**src/hw/rtl/sbcd_pkg.sv**
```systemverilog
// Shared constants, codes and digit helpers for the signed BCD add/subtract/compare block.
`default_nettype none

package sbcd_pkg;

  localparam int DIGITS = 16;
  localparam int W      = 4 * DIGITS;

  typedef logic [W-1:0] mag_t;
  typedef logic [W:0]   sum_t;

  typedef enum logic [1:0] {
    ACT_ADD = 2'd0,
    ACT_SUB = 2'd1,
    ACT_CMP = 2'd2,
    ACT_CMP_ALT = 2'd3
  } action_t;

  localparam logic [1:0] ST_OK       = 2'd0;
  localparam logic [1:0] ST_OVERFLOW = 2'd1;
  localparam logic [1:0] ST_INVALID  = 2'd2;

  localparam logic signed [1:0] ORD_LESS    = -2'sd1;
  localparam logic signed [1:0] ORD_EQUAL   = 2'sd0;
  localparam logic signed [1:0] ORD_GREATER = 2'sd1;

  // Every digit is six: added ahead of the binary sum so that decimal carries
  // show up as binary nibble carries.
  function automatic mag_t sixes();
    mag_t r;
    for (int i = 0; i < DIGITS; i++) begin
      r[4*i +: 4] = 4'd6;
    end
    return r;
  endfunction

  function automatic logic bcd_valid(input mag_t v);
    logic ok;
    ok = 1'b1;
    for (int i = 0; i < DIGITS; i++) begin
      if (v[4*i +: 4] > 4'd9) begin
        ok = 1'b0;
      end
    end
    return ok;
  endfunction

  // Nine's complement of a valid magnitude, digit by digit.
  function automatic mag_t nines(input mag_t v);
    mag_t r;
    for (int i = 0; i < DIGITS; i++) begin
      r[4*i +: 4] = 4'd9 - v[4*i +: 4];
    end
    return r;
  endfunction

endpackage

`default_nettype wire

```
**src/hw/rtl/sbcd_if.sv**
```systemverilog
// Handshake channels for operand and result transactions.
`default_nettype none

interface sbcd_in_if
  import sbcd_pkg::*;
();
  logic       valid;
  logic       ready;
  logic [1:0] action;
  mag_t       a_digits;
  logic       a_negative;
  mag_t       b_digits;
  logic       b_negative;

  modport source (output valid, action, a_digits, a_negative, b_digits, b_negative,
                  input ready);
  modport sink   (input valid, action, a_digits, a_negative, b_digits, b_negative,
                  output ready);
endinterface

interface sbcd_out_if
  import sbcd_pkg::*;
();
  logic              valid;
  logic              ready;
  mag_t              result_digits;
  logic              result_negative;
  logic signed [1:0] order;
  logic [1:0]        status;

  modport source (output valid, result_digits, result_negative, order, status,
                  input ready);
  modport sink   (input valid, result_digits, result_negative, order, status,
                  output ready);
endinterface

`default_nettype wire

```
**src/hw/rtl/sbcd_add_core.sv**
```systemverilog
// Two-stage binary adder core for decimal sums: pre-bias by sixes, then add.
`default_nettype none

module sbcd_add_core
  import sbcd_pkg::*;
(
  input  wire logic clk,
  input  wire logic en_bias,
  input  wire logic en_sum,
  input  wire mag_t p,
  input  wire mag_t q,
  input  wire logic cin,
  output mag_t      carries,
  output sum_t      sum
);

  mag_t biased;
  mag_t q_hold;
  logic cin_hold;
  sum_t sum_next;

  always_ff @(posedge clk) begin
    if (en_bias) begin
      biased   <= p + sixes();
      q_hold   <= q;
      cin_hold <= cin;
    end
  end

  assign sum_next = {1'b0, biased} + {1'b0, q_hold} + {{W{1'b0}}, cin_hold};

  // Bit 4k of the carry vector is the carry into nibble k.
  always_ff @(posedge clk) begin
    if (en_sum) begin
      sum     <= sum_next;
      carries <= biased ^ q_hold ^ sum_next[W-1:0];
    end
  end

endmodule

`default_nettype wire

```
**src/hw/rtl/signed_bcd_add_sub_compare.sv**
```systemverilog
// Top level: pipelined signed-magnitude BCD adder, subtractor and comparator.
//
//   channel   | dir | fields
//   ----------+-----+-----------------------------------------------------------
//   operands  | in  | action, a_digits, a_negative, b_digits, b_negative
//   results   | out | result_digits, result_negative, order, status
//
// Five register stages: input checks, magnitude compare and operand select,
// bias by sixes, binary add, decimal correction into the output register.
// One transaction is accepted per cycle while results is not stalled.
// Reset clears the stage valid bits only.
// A stall on results holds the full stages next to the output; stages before the first empty one keep filling.
`default_nettype none

module signed_bcd_add_sub_compare
  import sbcd_pkg::*;
(
  input wire logic clk,
  input wire logic rst,
  sbcd_in_if.sink   operands,
  sbcd_out_if.source results
);

  logic v1, v2, v3, v4, v5;
  logic en1, en2, en3, en4, en5;

  assign en5 = !v5 || results.ready;
  assign en4 = !v4 || en5;
  assign en3 = !v3 || en4;
  assign en2 = !v2 || en3;
  assign en1 = !v1 || en2;
  assign operands.ready = en1;

  always_ff @(posedge clk) begin
    if (rst) begin
      v1 <= 1'b0;
      v2 <= 1'b0;
      v3 <= 1'b0;
      v4 <= 1'b0;
      v5 <= 1'b0;
    end else begin
      if (en1) v1 <= operands.valid;
      if (en2) v2 <= v1;
      if (en3) v3 <= v2;
      if (en4) v4 <= v3;
      if (en5) v5 <= v4;
    end
  end

  // Stage 1: validity, zero detect, sign cleanup.
  mag_t    s1_am, s1_bm;
  logic    s1_an, s1_bn, s1_bad, s1_bzero;
  action_t s1_act;

  always_ff @(posedge clk) begin
    if (en1) begin
      s1_am    <= operands.a_digits;
      s1_bm    <= operands.b_digits;
      s1_an    <= operands.a_negative && (operands.a_digits != '0);
      s1_bn    <= operands.b_negative && (operands.b_digits != '0);
      s1_bzero <= (operands.b_digits == '0);
      s1_bad   <= !bcd_valid(operands.a_digits) || !bcd_valid(operands.b_digits);
      s1_act   <= action_t'(operands.action);
    end
  end

  // Stage 2: magnitude compare, choose add or subtract and the operands.
  logic              cmp_op, a_ge, a_eq, ebn, do_sub;
  mag_t              p_next, q_next;
  logic              cin_next, sign_next;
  logic signed [1:0] ord_next;

  always_comb begin
    unique case (s1_act)
      ACT_ADD: cmp_op = 1'b0;
      ACT_SUB: cmp_op = 1'b0;
      ACT_CMP, ACT_CMP_ALT: cmp_op = 1'b1;
      default: cmp_op = 1'b1;
    endcase
    a_eq   = (s1_am == s1_bm);
    a_ge   = (s1_am >= s1_bm);
    ebn    = ((s1_act == ACT_SUB) ? !s1_bn : s1_bn) && !s1_bzero;
    do_sub = (s1_an != ebn);

    ord_next = ORD_EQUAL;
    if (!s1_bad && cmp_op) begin
      if (s1_an != s1_bn) begin
        ord_next = s1_an ? ORD_LESS : ORD_GREATER;
      end else if (!a_eq) begin
        ord_next = (a_ge != s1_an) ? ORD_GREATER : ORD_LESS;
      end
    end

    if (!do_sub) begin
      p_next    = s1_am;
      q_next    = s1_bm;
      cin_next  = 1'b0;
      sign_next = s1_an;
    end else if (a_ge) begin
      p_next    = s1_am;
      q_next    = nines(s1_bm);
      cin_next  = 1'b1;
      sign_next = s1_an;
    end else begin
      p_next    = s1_bm;
      q_next    = nines(s1_am);
      cin_next  = 1'b1;
      sign_next = ebn;
    end
  end

  mag_t              s2_p, s2_q;
  logic              s2_cin, s2_sign, s2_add, s2_zero, s2_bad;
  logic signed [1:0] s2_ord;

  always_ff @(posedge clk) begin
    if (en2) begin
      s2_p    <= p_next;
      s2_q    <= q_next;
      s2_cin  <= cin_next;
      s2_sign <= sign_next;
      s2_add  <= !do_sub && !cmp_op && !s1_bad;
      s2_zero <= cmp_op || s1_bad;
      s2_bad  <= s1_bad;
      s2_ord  <= ord_next;
    end
  end

  // Stages 3 and 4: biased binary add.
  mag_t carries;
  sum_t sum;

  sbcd_add_core u_core (
    .clk     (clk),
    .en_bias (en3),
    .en_sum  (en4),
    .p       (s2_p),
    .q       (s2_q),
    .cin     (s2_cin),
    .carries (carries),
    .sum     (sum)
  );

  logic              s3_sign, s3_add, s3_zero, s3_bad;
  logic signed [1:0] s3_ord;
  logic              s4_sign, s4_add, s4_zero, s4_bad;
  logic signed [1:0] s4_ord;

  always_ff @(posedge clk) begin
    if (en3) begin
      s3_sign <= s2_sign;
      s3_add  <= s2_add;
      s3_zero <= s2_zero;
      s3_bad  <= s2_bad;
      s3_ord  <= s2_ord;
    end
    if (en4) begin
      s4_sign <= s3_sign;
      s4_add  <= s3_add;
      s4_zero <= s3_zero;
      s4_bad  <= s3_bad;
      s4_ord  <= s3_ord;
    end
  end

  // Stage 5: remove the six bias from every nibble that produced no carry.
  // Bit 4k+4 of carry_vec is the carry out of nibble k.
  logic [W:0] carry_vec;
  mag_t       digits_next;
  logic       nib_carry;
  logic       neg_next;
  logic [1:0] status_next;

  assign carry_vec = {sum[W], carries};

  always_comb begin
    for (int i = 0; i < DIGITS; i++) begin
      nib_carry = carry_vec[4*i + 4];
      digits_next[4*i +: 4] = nib_carry ? sum[4*i +: 4] : (sum[4*i +: 4] - 4'd6);
    end
    if (s4_zero) begin
      digits_next = '0;
    end
    neg_next = s4_sign && !s4_zero && (digits_next != '0);
    if (s4_bad) begin
      status_next = ST_INVALID;
    end else if (s4_add && sum[W]) begin
      status_next = ST_OVERFLOW;
    end else begin
      status_next = ST_OK;
    end
  end

  always_ff @(posedge clk) begin
    if (en5) begin
      results.result_digits   <= digits_next;
      results.result_negative <= neg_next;
      results.order           <= s4_ord;
      results.status          <= status_next;
    end
  end

  assign results.valid = v5;

endmodule

`default_nettype wire

```
**src/flat_wrapper.sv**
```systemverilog
// flat-port wrapper written by rule: the top's interface ports become plain ports
module signed_bcd_add_sub_compare_flat import sbcd_pkg::*;
  (clk, rst, operands_valid, operands_action, operands_a_digits, operands_a_negative, operands_b_digits, operands_b_negative, operands_ready, results_valid, results_result_digits, results_result_negative, results_order, results_status, results_ready);
  sbcd_in_if operands_i ();
  sbcd_out_if results_i ();
  input wire logic clk;
  input wire logic rst;
  input wire logic [$bits(operands_i.valid)-1:0] operands_valid;
  input wire logic [$bits(operands_i.action)-1:0] operands_action;
  input wire logic [$bits(operands_i.a_digits)-1:0] operands_a_digits;
  input wire logic [$bits(operands_i.a_negative)-1:0] operands_a_negative;
  input wire logic [$bits(operands_i.b_digits)-1:0] operands_b_digits;
  input wire logic [$bits(operands_i.b_negative)-1:0] operands_b_negative;
  output wire logic [$bits(operands_i.ready)-1:0] operands_ready;
  output wire logic [$bits(results_i.valid)-1:0] results_valid;
  output wire logic [$bits(results_i.result_digits)-1:0] results_result_digits;
  output wire logic [$bits(results_i.result_negative)-1:0] results_result_negative;
  output wire logic [$bits(results_i.order)-1:0] results_order;
  output wire logic [$bits(results_i.status)-1:0] results_status;
  input wire logic [$bits(results_i.ready)-1:0] results_ready;
  assign operands_i.valid = operands_valid;
  assign operands_i.action = operands_action;
  assign operands_i.a_digits = operands_a_digits;
  assign operands_i.a_negative = operands_a_negative;
  assign operands_i.b_digits = operands_b_digits;
  assign operands_i.b_negative = operands_b_negative;
  assign operands_ready = operands_i.ready;
  assign results_valid = results_i.valid;
  assign results_result_digits = results_i.result_digits;
  assign results_result_negative = results_i.result_negative;
  assign results_order = results_i.order;
  assign results_status = results_i.status;
  assign results_i.ready = results_ready;
  signed_bcd_add_sub_compare u_core (.clk(clk), .rst(rst), .operands(operands_i), .results(results_i));
endmodule
```
**config.mk**
```make
export PLATFORM = sky130hd
export DESIGN_NAME = signed_bcd_add_sub_compare_flat
export DESIGN_NICKNAME = d
export VERILOG_FILES = /design/src/hw/rtl/sbcd_pkg.sv /design/src/hw/rtl/sbcd_if.sv /design/src/hw/rtl/sbcd_add_core.sv /design/src/hw/rtl/signed_bcd_add_sub_compare.sv /design/src/flat_wrapper.sv
export SDC_FILE = /design/constraint.sdc
export NUM_CORES = 1
export LEC_CHECK = 0
export BUFFER_PORTS_ARGS = -buffer_cell sky130_fd_sc_hd__buf_2
export CAP_MARGIN = 20
export CORE_ASPECT_RATIO = 0.7
export CORE_MARGIN = 1
export CORE_UTILIZATION = 55
export CTS_CLUSTER_DIAMETER = 60
export DETAILED_ROUTE_END_ITERATION = 16
export PLACE_DENSITY_LB_ADDON = 0.25
export SETUP_SLACK_MARGIN = 0.1
export SYNTH_ARGS = -nofsm -noshare
export SYNTH_HDL_FRONTEND = slang
export SYNTH_SLANG_ARGS = --single-unit
```
**constraint.sdc**
```tcl
create_clock -name clk -period 7.5 [get_ports clk]
set_input_delay 0.375 -clock clk [delete_from_list [all_inputs] [get_ports clk]]
set_output_delay 0.375 -clock clk [all_outputs]
set_load 0.02 [all_outputs]
```
After elaboration in Yosys (flattened, before gate mapping):

Index checks and enable logic that the tools add are counted.

* $add $sub $neg: 51
* magnitude comparators: 33
* equality and inequality tests: 7
* mux-type cells: 65
* bitwise logic cells: 2
* reduce and logical (&&, ||, !) cells: 36

Operators by type and width (number)
* $mux 64: 5
* $reduce_bool 64->1: 3
* $gt 4x4->1 const B: 32
* $sub 4x4->4 const A: 32
* $xor 61x61->61: 2
* $add 64x64->65: 1
* $add 65x1->65: 1
* $add 64x63->64 const B: 1
* $eq 64x64->1: 1
* $ge 64x64->1: 1
* $logic_not 64->1: 1
* $mux 4: 16
* $sub 4x3->4 const B: 16
* $mux 1: 39
* $logic_not 1->1: 13
* $logic_and 1x1->1: 9
* $mux 2: 4
* $logic_or 1x1->1: 7
* $eq 2x2->1 const B: 2
* $reduce_or 2->1: 2
* $ne 1x1->1: 3
* $eq 2x1->1 const B: 1
* $logic_not 2->1: 1
* $pmux 1 s2: 1

* flip-flop bits (word level): 610
* input bits: 136
* output and inout port bits: 71

Depth between registers and ports, before layout:

* depth after elaboration: 20
* depth in mapped cells: 16
* mapped depth without buffers: 15

Hierarchy:

Synthesis repeated with hierarchy kept, for this count alone.

* cell total of the unflattened synthesis: 2411
* area total of the unflattened synthesis: 30295.3 µm²

By module, submodules not included
* signed_bcd_add_sub_compare: instances 1, cells an instance 1326, area an instance 17066.4 µm², sequential area each 10610.2 µm²
* sbcd_add_core: instances 1, cells an instance 1085, area an instance 13228.9 µm², sequential area each 7747.4 µm²

Worst setup path after synthesis:

OpenSTA, ideal clock, no wires.

* path type: register to register
* start point: register u_core.v5 (netlist: u_core.results.valid)
* end point: register u_core.s1_act[0] (enable)
* arrival time: 4.095 ns
* data required time: 5.946 ns
* path slack: 1.851 ns
* cell stages (with the launch flop): 4
* path through: dfxtp_1 -> nor2b_1 -> and3_1 -> nand3_1

* longest elaborated chain between the ends: 6

Ends and longest elaborated chain
* start: declaration: RTL line signed_bcd_add_sub_compare.sv:24 `logic v1, v2, v3, v4, v5;`
* start signal: assignment: RTL line signed_bcd_add_sub_compare.sv:46 `if (en5) v5 <= v4;`
* $logic_not 1->1: RTL line signed_bcd_add_sub_compare.sv:27 `assign en5 = !v5 || results.ready;`
* $logic_or 1x1->1: RTL line signed_bcd_add_sub_compare.sv:27
* $logic_or 1x1->1: RTL line signed_bcd_add_sub_compare.sv:28 `assign en4 = !v4 || en5;`
* $logic_or 1x1->1: RTL line signed_bcd_add_sub_compare.sv:29 `assign en3 = !v3 || en4;`
* $logic_or 1x1->1: RTL line signed_bcd_add_sub_compare.sv:30 `assign en2 = !v2 || en3;`
* $logic_or 1x1->1: RTL line signed_bcd_add_sub_compare.sv:31 `assign en1 = !v1 || en2;`
* via operands_ready: RTL line flat_wrapper.sv:14 `output wire logic [$bits(operands_i.ready)-1:0] operands_ready;`
* end signal: assignment: RTL line signed_bcd_add_sub_compare.sv:63 `s1_act <= action_t'(operands.action);`
* end: declaration: RTL line signed_bcd_add_sub_compare.sv:53 `action_t s1_act;`

The timed path passes the listed nets, and every way through them passes these cells.
A chain may end at the register's enable or synchronous reset.

Worst setup path after layout:

* start point: register u_core.s1_am[61]
* end point: register u_core.s2_q[63] (data pin)

* longest elaborated chain between the ends: 3

Ends and longest elaborated chain
* start: declaration: RTL line signed_bcd_add_sub_compare.sv:51 `mag_t s1_am, s1_bm;`
* start signal: assignment: RTL line signed_bcd_add_sub_compare.sv:57 `s1_am <= operands.a_digits;`
* $ge 64x64->1 or $sub 4x4->4 (tied branches): RTL line signed_bcd_add_sub_compare.sv:81, sbcd_pkg.sv:52
* $mux 64 *: RTL line signed_bcd_add_sub_compare.sv:99 `end else if (a_ge) begin`
* $mux 64 *: RTL line signed_bcd_add_sub_compare.sv:94 `if (!do_sub) begin`
* via u_core.q_next[63]: RTL line signed_bcd_add_sub_compare.sv:69 `mag_t p_next, q_next;`
* end signal: assignment: RTL line signed_bcd_add_sub_compare.sv:119 `s2_q <= q_next;`
* end: declaration: RTL line signed_bcd_add_sub_compare.sv:112 `mag_t s2_p, s2_q;`

The timed path passes the listed nets; every way through them passes the cells marked *.

==> flow_summary.yaml <==
outcome:
  outcome: "finished clean"
layout:
  areaGrowthSynthToFinish_pct: 16.2
  diodes: 0
  drive_above_1_share_pct: 13.2
  fillCellCount: 3704
  stdcell_count: 3269
  num-nets-final: 2857
clock_tree:
  cts_setup_buffers: 0
  numCtsBuffers: 53
  cts_buffer_depth: 3
  clk_pin_slew_worst_paths_ns: 0.07
  worstSkewPairLatency_ns: 0.61
  holdBufCountCts: 92
  htreeDepth: 2
  cts_tree: "built"
  ctsRootBufferMaster: "clkbuf_16"
  cts_resized: 0
  clock_sinks: 564
global_routing:
  grt_max_degree: 87
  grt_pass1_vias: 18500
  gr-usage-all-layers_pct: 28.0
  antenna_found_initial: 4
  overflow: 0
  grt_pass1_wl_um: 109000
timing:
  fin_crit_ns: 4.86
  max_freq_ghz: 0.206
  slew_violations: 0
  rsz0062_at_grt: "false"
  max_slew_margin_pct: 28.0
  fin_tns_setup_ns: 0
  hold_violations: 0
  post-route-period-util_pct: 64.9
  timing.clock.skew_ns: 0.0255
  worst_pin_slew_ns: 1.08
  setup_viol: 0
die:
  die_h_um: 191
  row_count: 68
  ios: 207
  coreArea_um2: 49800
  die_w_um: 272
  initial_utilization_pct: 56.2
  die_area_um2: 51800
critical_path:
  critPathArrivalTime_ns: 5.21
  cp_top_family: "compound AO/OA/AOI/OAI gates"
  crit_slowest_cell: "buf_4"
  worstSetupPathType: "flop to flop"
  crit_buf_inv: 2
  r2r-start: "u_core.s1_am[61]"
  start_kind: "flop"
  cp_slowest_stage_delay_ns: 0.82
  critPathLaunch: "u_core.s1_am[61]"
  worstPathRequired_ns: 7.84
  cp_max_fo: 74
  path_cells: "ha_1 -> a21o_1 -> a21o_1 -> a21oi_1 -> o21ai_0 -> a211oi_1 -> o31ai_2 -> nor3_4 -> buf_4 -> buf_4 -> mux2i_1 -> ha_1 -> o21a_1 -> o32ai_1 -> a21oi_1"
  cp-end-kind: "flop"
placed_design:
  gp_congestion: 0.945
  hpwlAfterDp_um: 54800
  io_buffers: 206
  dp_cells: 3076
logic_synthesis:
  avgSynthCellArea_um2: 12.3
  syn-num-nets: 2567
  ys_ff_latch: 564
  async_flop_share_pct: 0
  syn-cell-area_um2: 28000
  synthDistinctLibCells: 79
  yosys_warnings: 0
  netlist_instances: 2269
  synth_edf_count: 559
  ys_seq_area_share_pct: 60.4
  synth_top_area_share_pct: 60.0
  synth_ff_type: "edfxtp_1"
  synth_area_leaders: "edfxtp_1 60%, ha_1 7.2%, a21oi_1 2.8%, nand2_1 2.6%, xnor2_1 2.4%"
  synth_top_area_cell: "edfxtp_1"
route:
  vias: 19700
  viasPerCell: 6.04
  wl_per_cell_um: 22.3
  drt_pass1_iterations: 5
  drcViolationCount: 0
  drt-initial-drc-count: 2082
  ant_nets: 0
  wl_um: 72800
min_path:
  worstHoldPathType: "input port to flop"
  min_from: "operands_a_digits[1]"
job:
  cap_violations: 0
power_and_ir_drop:
  irDropWorstVdd_mv: 0.191
  power_density_nw_per_um2: 328
  p_leak_nw: 13.4
[flip-flops by register name, indices dropped and copies added (netlist names), 64 cells and up]
register                      count
u_core.u_core.sum                65
u_core.s2_p                      64
u_core.s1_bm                     64
u_core.results.result_digits     64
u_core.u_core.q_hold             64
u_core.s2_q                      64
u_core.u_core.biased             64
u_core.s1_am                     64
[kinds of logic (layout without fill, tap and decap cells)]
family	after synthesis	count (layout)	synth area share (%)
compound gates	582	582	13.2
xor+xnor	135	135	4.23
fa+ha+maj	162	162	7.30
buf+inv	173	508	2.43
flops	564	564	60.4
mux	65	65	2.33
simple gates	588	588	10.2
[where the power goes]
part           leakage, nW  internal [mW]  switching (mW)  total [mW]
registers             6.09           4.27           0.399        4.67
clock network        0.920           1.72            1.17        2.89
logic                 6.36           1.25            1.84        3.09
total                 13.4           7.24            3.41        10.6
[layout make-up]
| class | count | area [um^2] | area share (%) |
|---|---|---|---|
| Tap cell | 665 | 832 | 2.56 |
| Multi-Input combinational cell | 1532 | 10500 | 32.2 |
| Sequential cell | 564 | 16900 | 51.9 |
| Timing Repair Buffer | 312 | 2080 | 6.39 |
| Inverter | 96 | 363 | 1.12 |
| Clock inverter | 43 | 512 | 1.57 |
| Clock buffer | 57 | 1380 | 4.26 |
[cells in the mapped netlist, types with 10 or more instances]
cell / count
or3_1: 21
xor2_1: 59
a21o_1: 67
ha_1: 160
o21bai_1: 10
o32ai_1: 16
mux2i_1: 64
nor2b_1: 26
nor4_1: 58
clkbuf_1: 56
o21ai_1: 73
o21a_1: 34
inv_1: 94
a31oi_1: 15
o21ai_0: 123
nor3_1: 38
nand2_1: 195
buf_2: 18
edfxtp_1: 559
a21oi_1: 157
nor2_1: 121
nand2b_1: 17
nand4_1: 51
xnor2_1: 76
a311oi_1: 19
nand3_1: 26
[per-layer routing]
| layer | GRT usage [%] | wire [um] | up-vias |
|---|---|---|---|
| li1 | - | - | 9238 |
| met2 | 38.2 | 28200 | 1001 |
| met5 | 0 | 0 | - |
| met4 | 9.08 | 2260 | 0 |
| met1 | 45.6 | 36200 | 9383 |
| met3 | 3.75 | 6090 | 119 |
[cell usage in the layout (no fill, tap or decap), drive strengths merged, types with 64 or more instances in the layout]
master	synthesis	final
a21o	67	67
a21oi	160	160
buf	21	220
dlygate4sd3	0	92
edfxtp	559	559
ha	160	160
inv	96	99
mux2i	64	64
nand2	196	196
nor2	122	122
o21ai	197	197
xnor2	76	76
[through the flow]
stage          cell area [um^2]  setup WS, ns  power, mW  hold WS (ns)  utilization, %
5_1_grt                   32500          2.45       11.2        0.0145            65.3
3_3_place_gp              29700          2.78       7.61         0.403            59.6
3_5_place_dp              29700          2.71       7.71         0.405            59.6
6_report                  32500          2.64       10.6        0.0293            65.3
2_1_floorplan             28000          1.85       6.77         0.400               -
4_1_cts                   32500          2.72       10.6      0.000928            65.3
[path summary, 6_finish.rpt]
check	end	slack, ns	cells past startpoint
max reg2reg	u_core.s2_q[63]	2.64	15
min reg2reg	u_core.u_core.q_hold[57]	0.41	0
min	u_core.s1_am[1]	0.03	1
max	u_core.s2_q[63]	2.64	15
(Power assumes the default switching activity.)
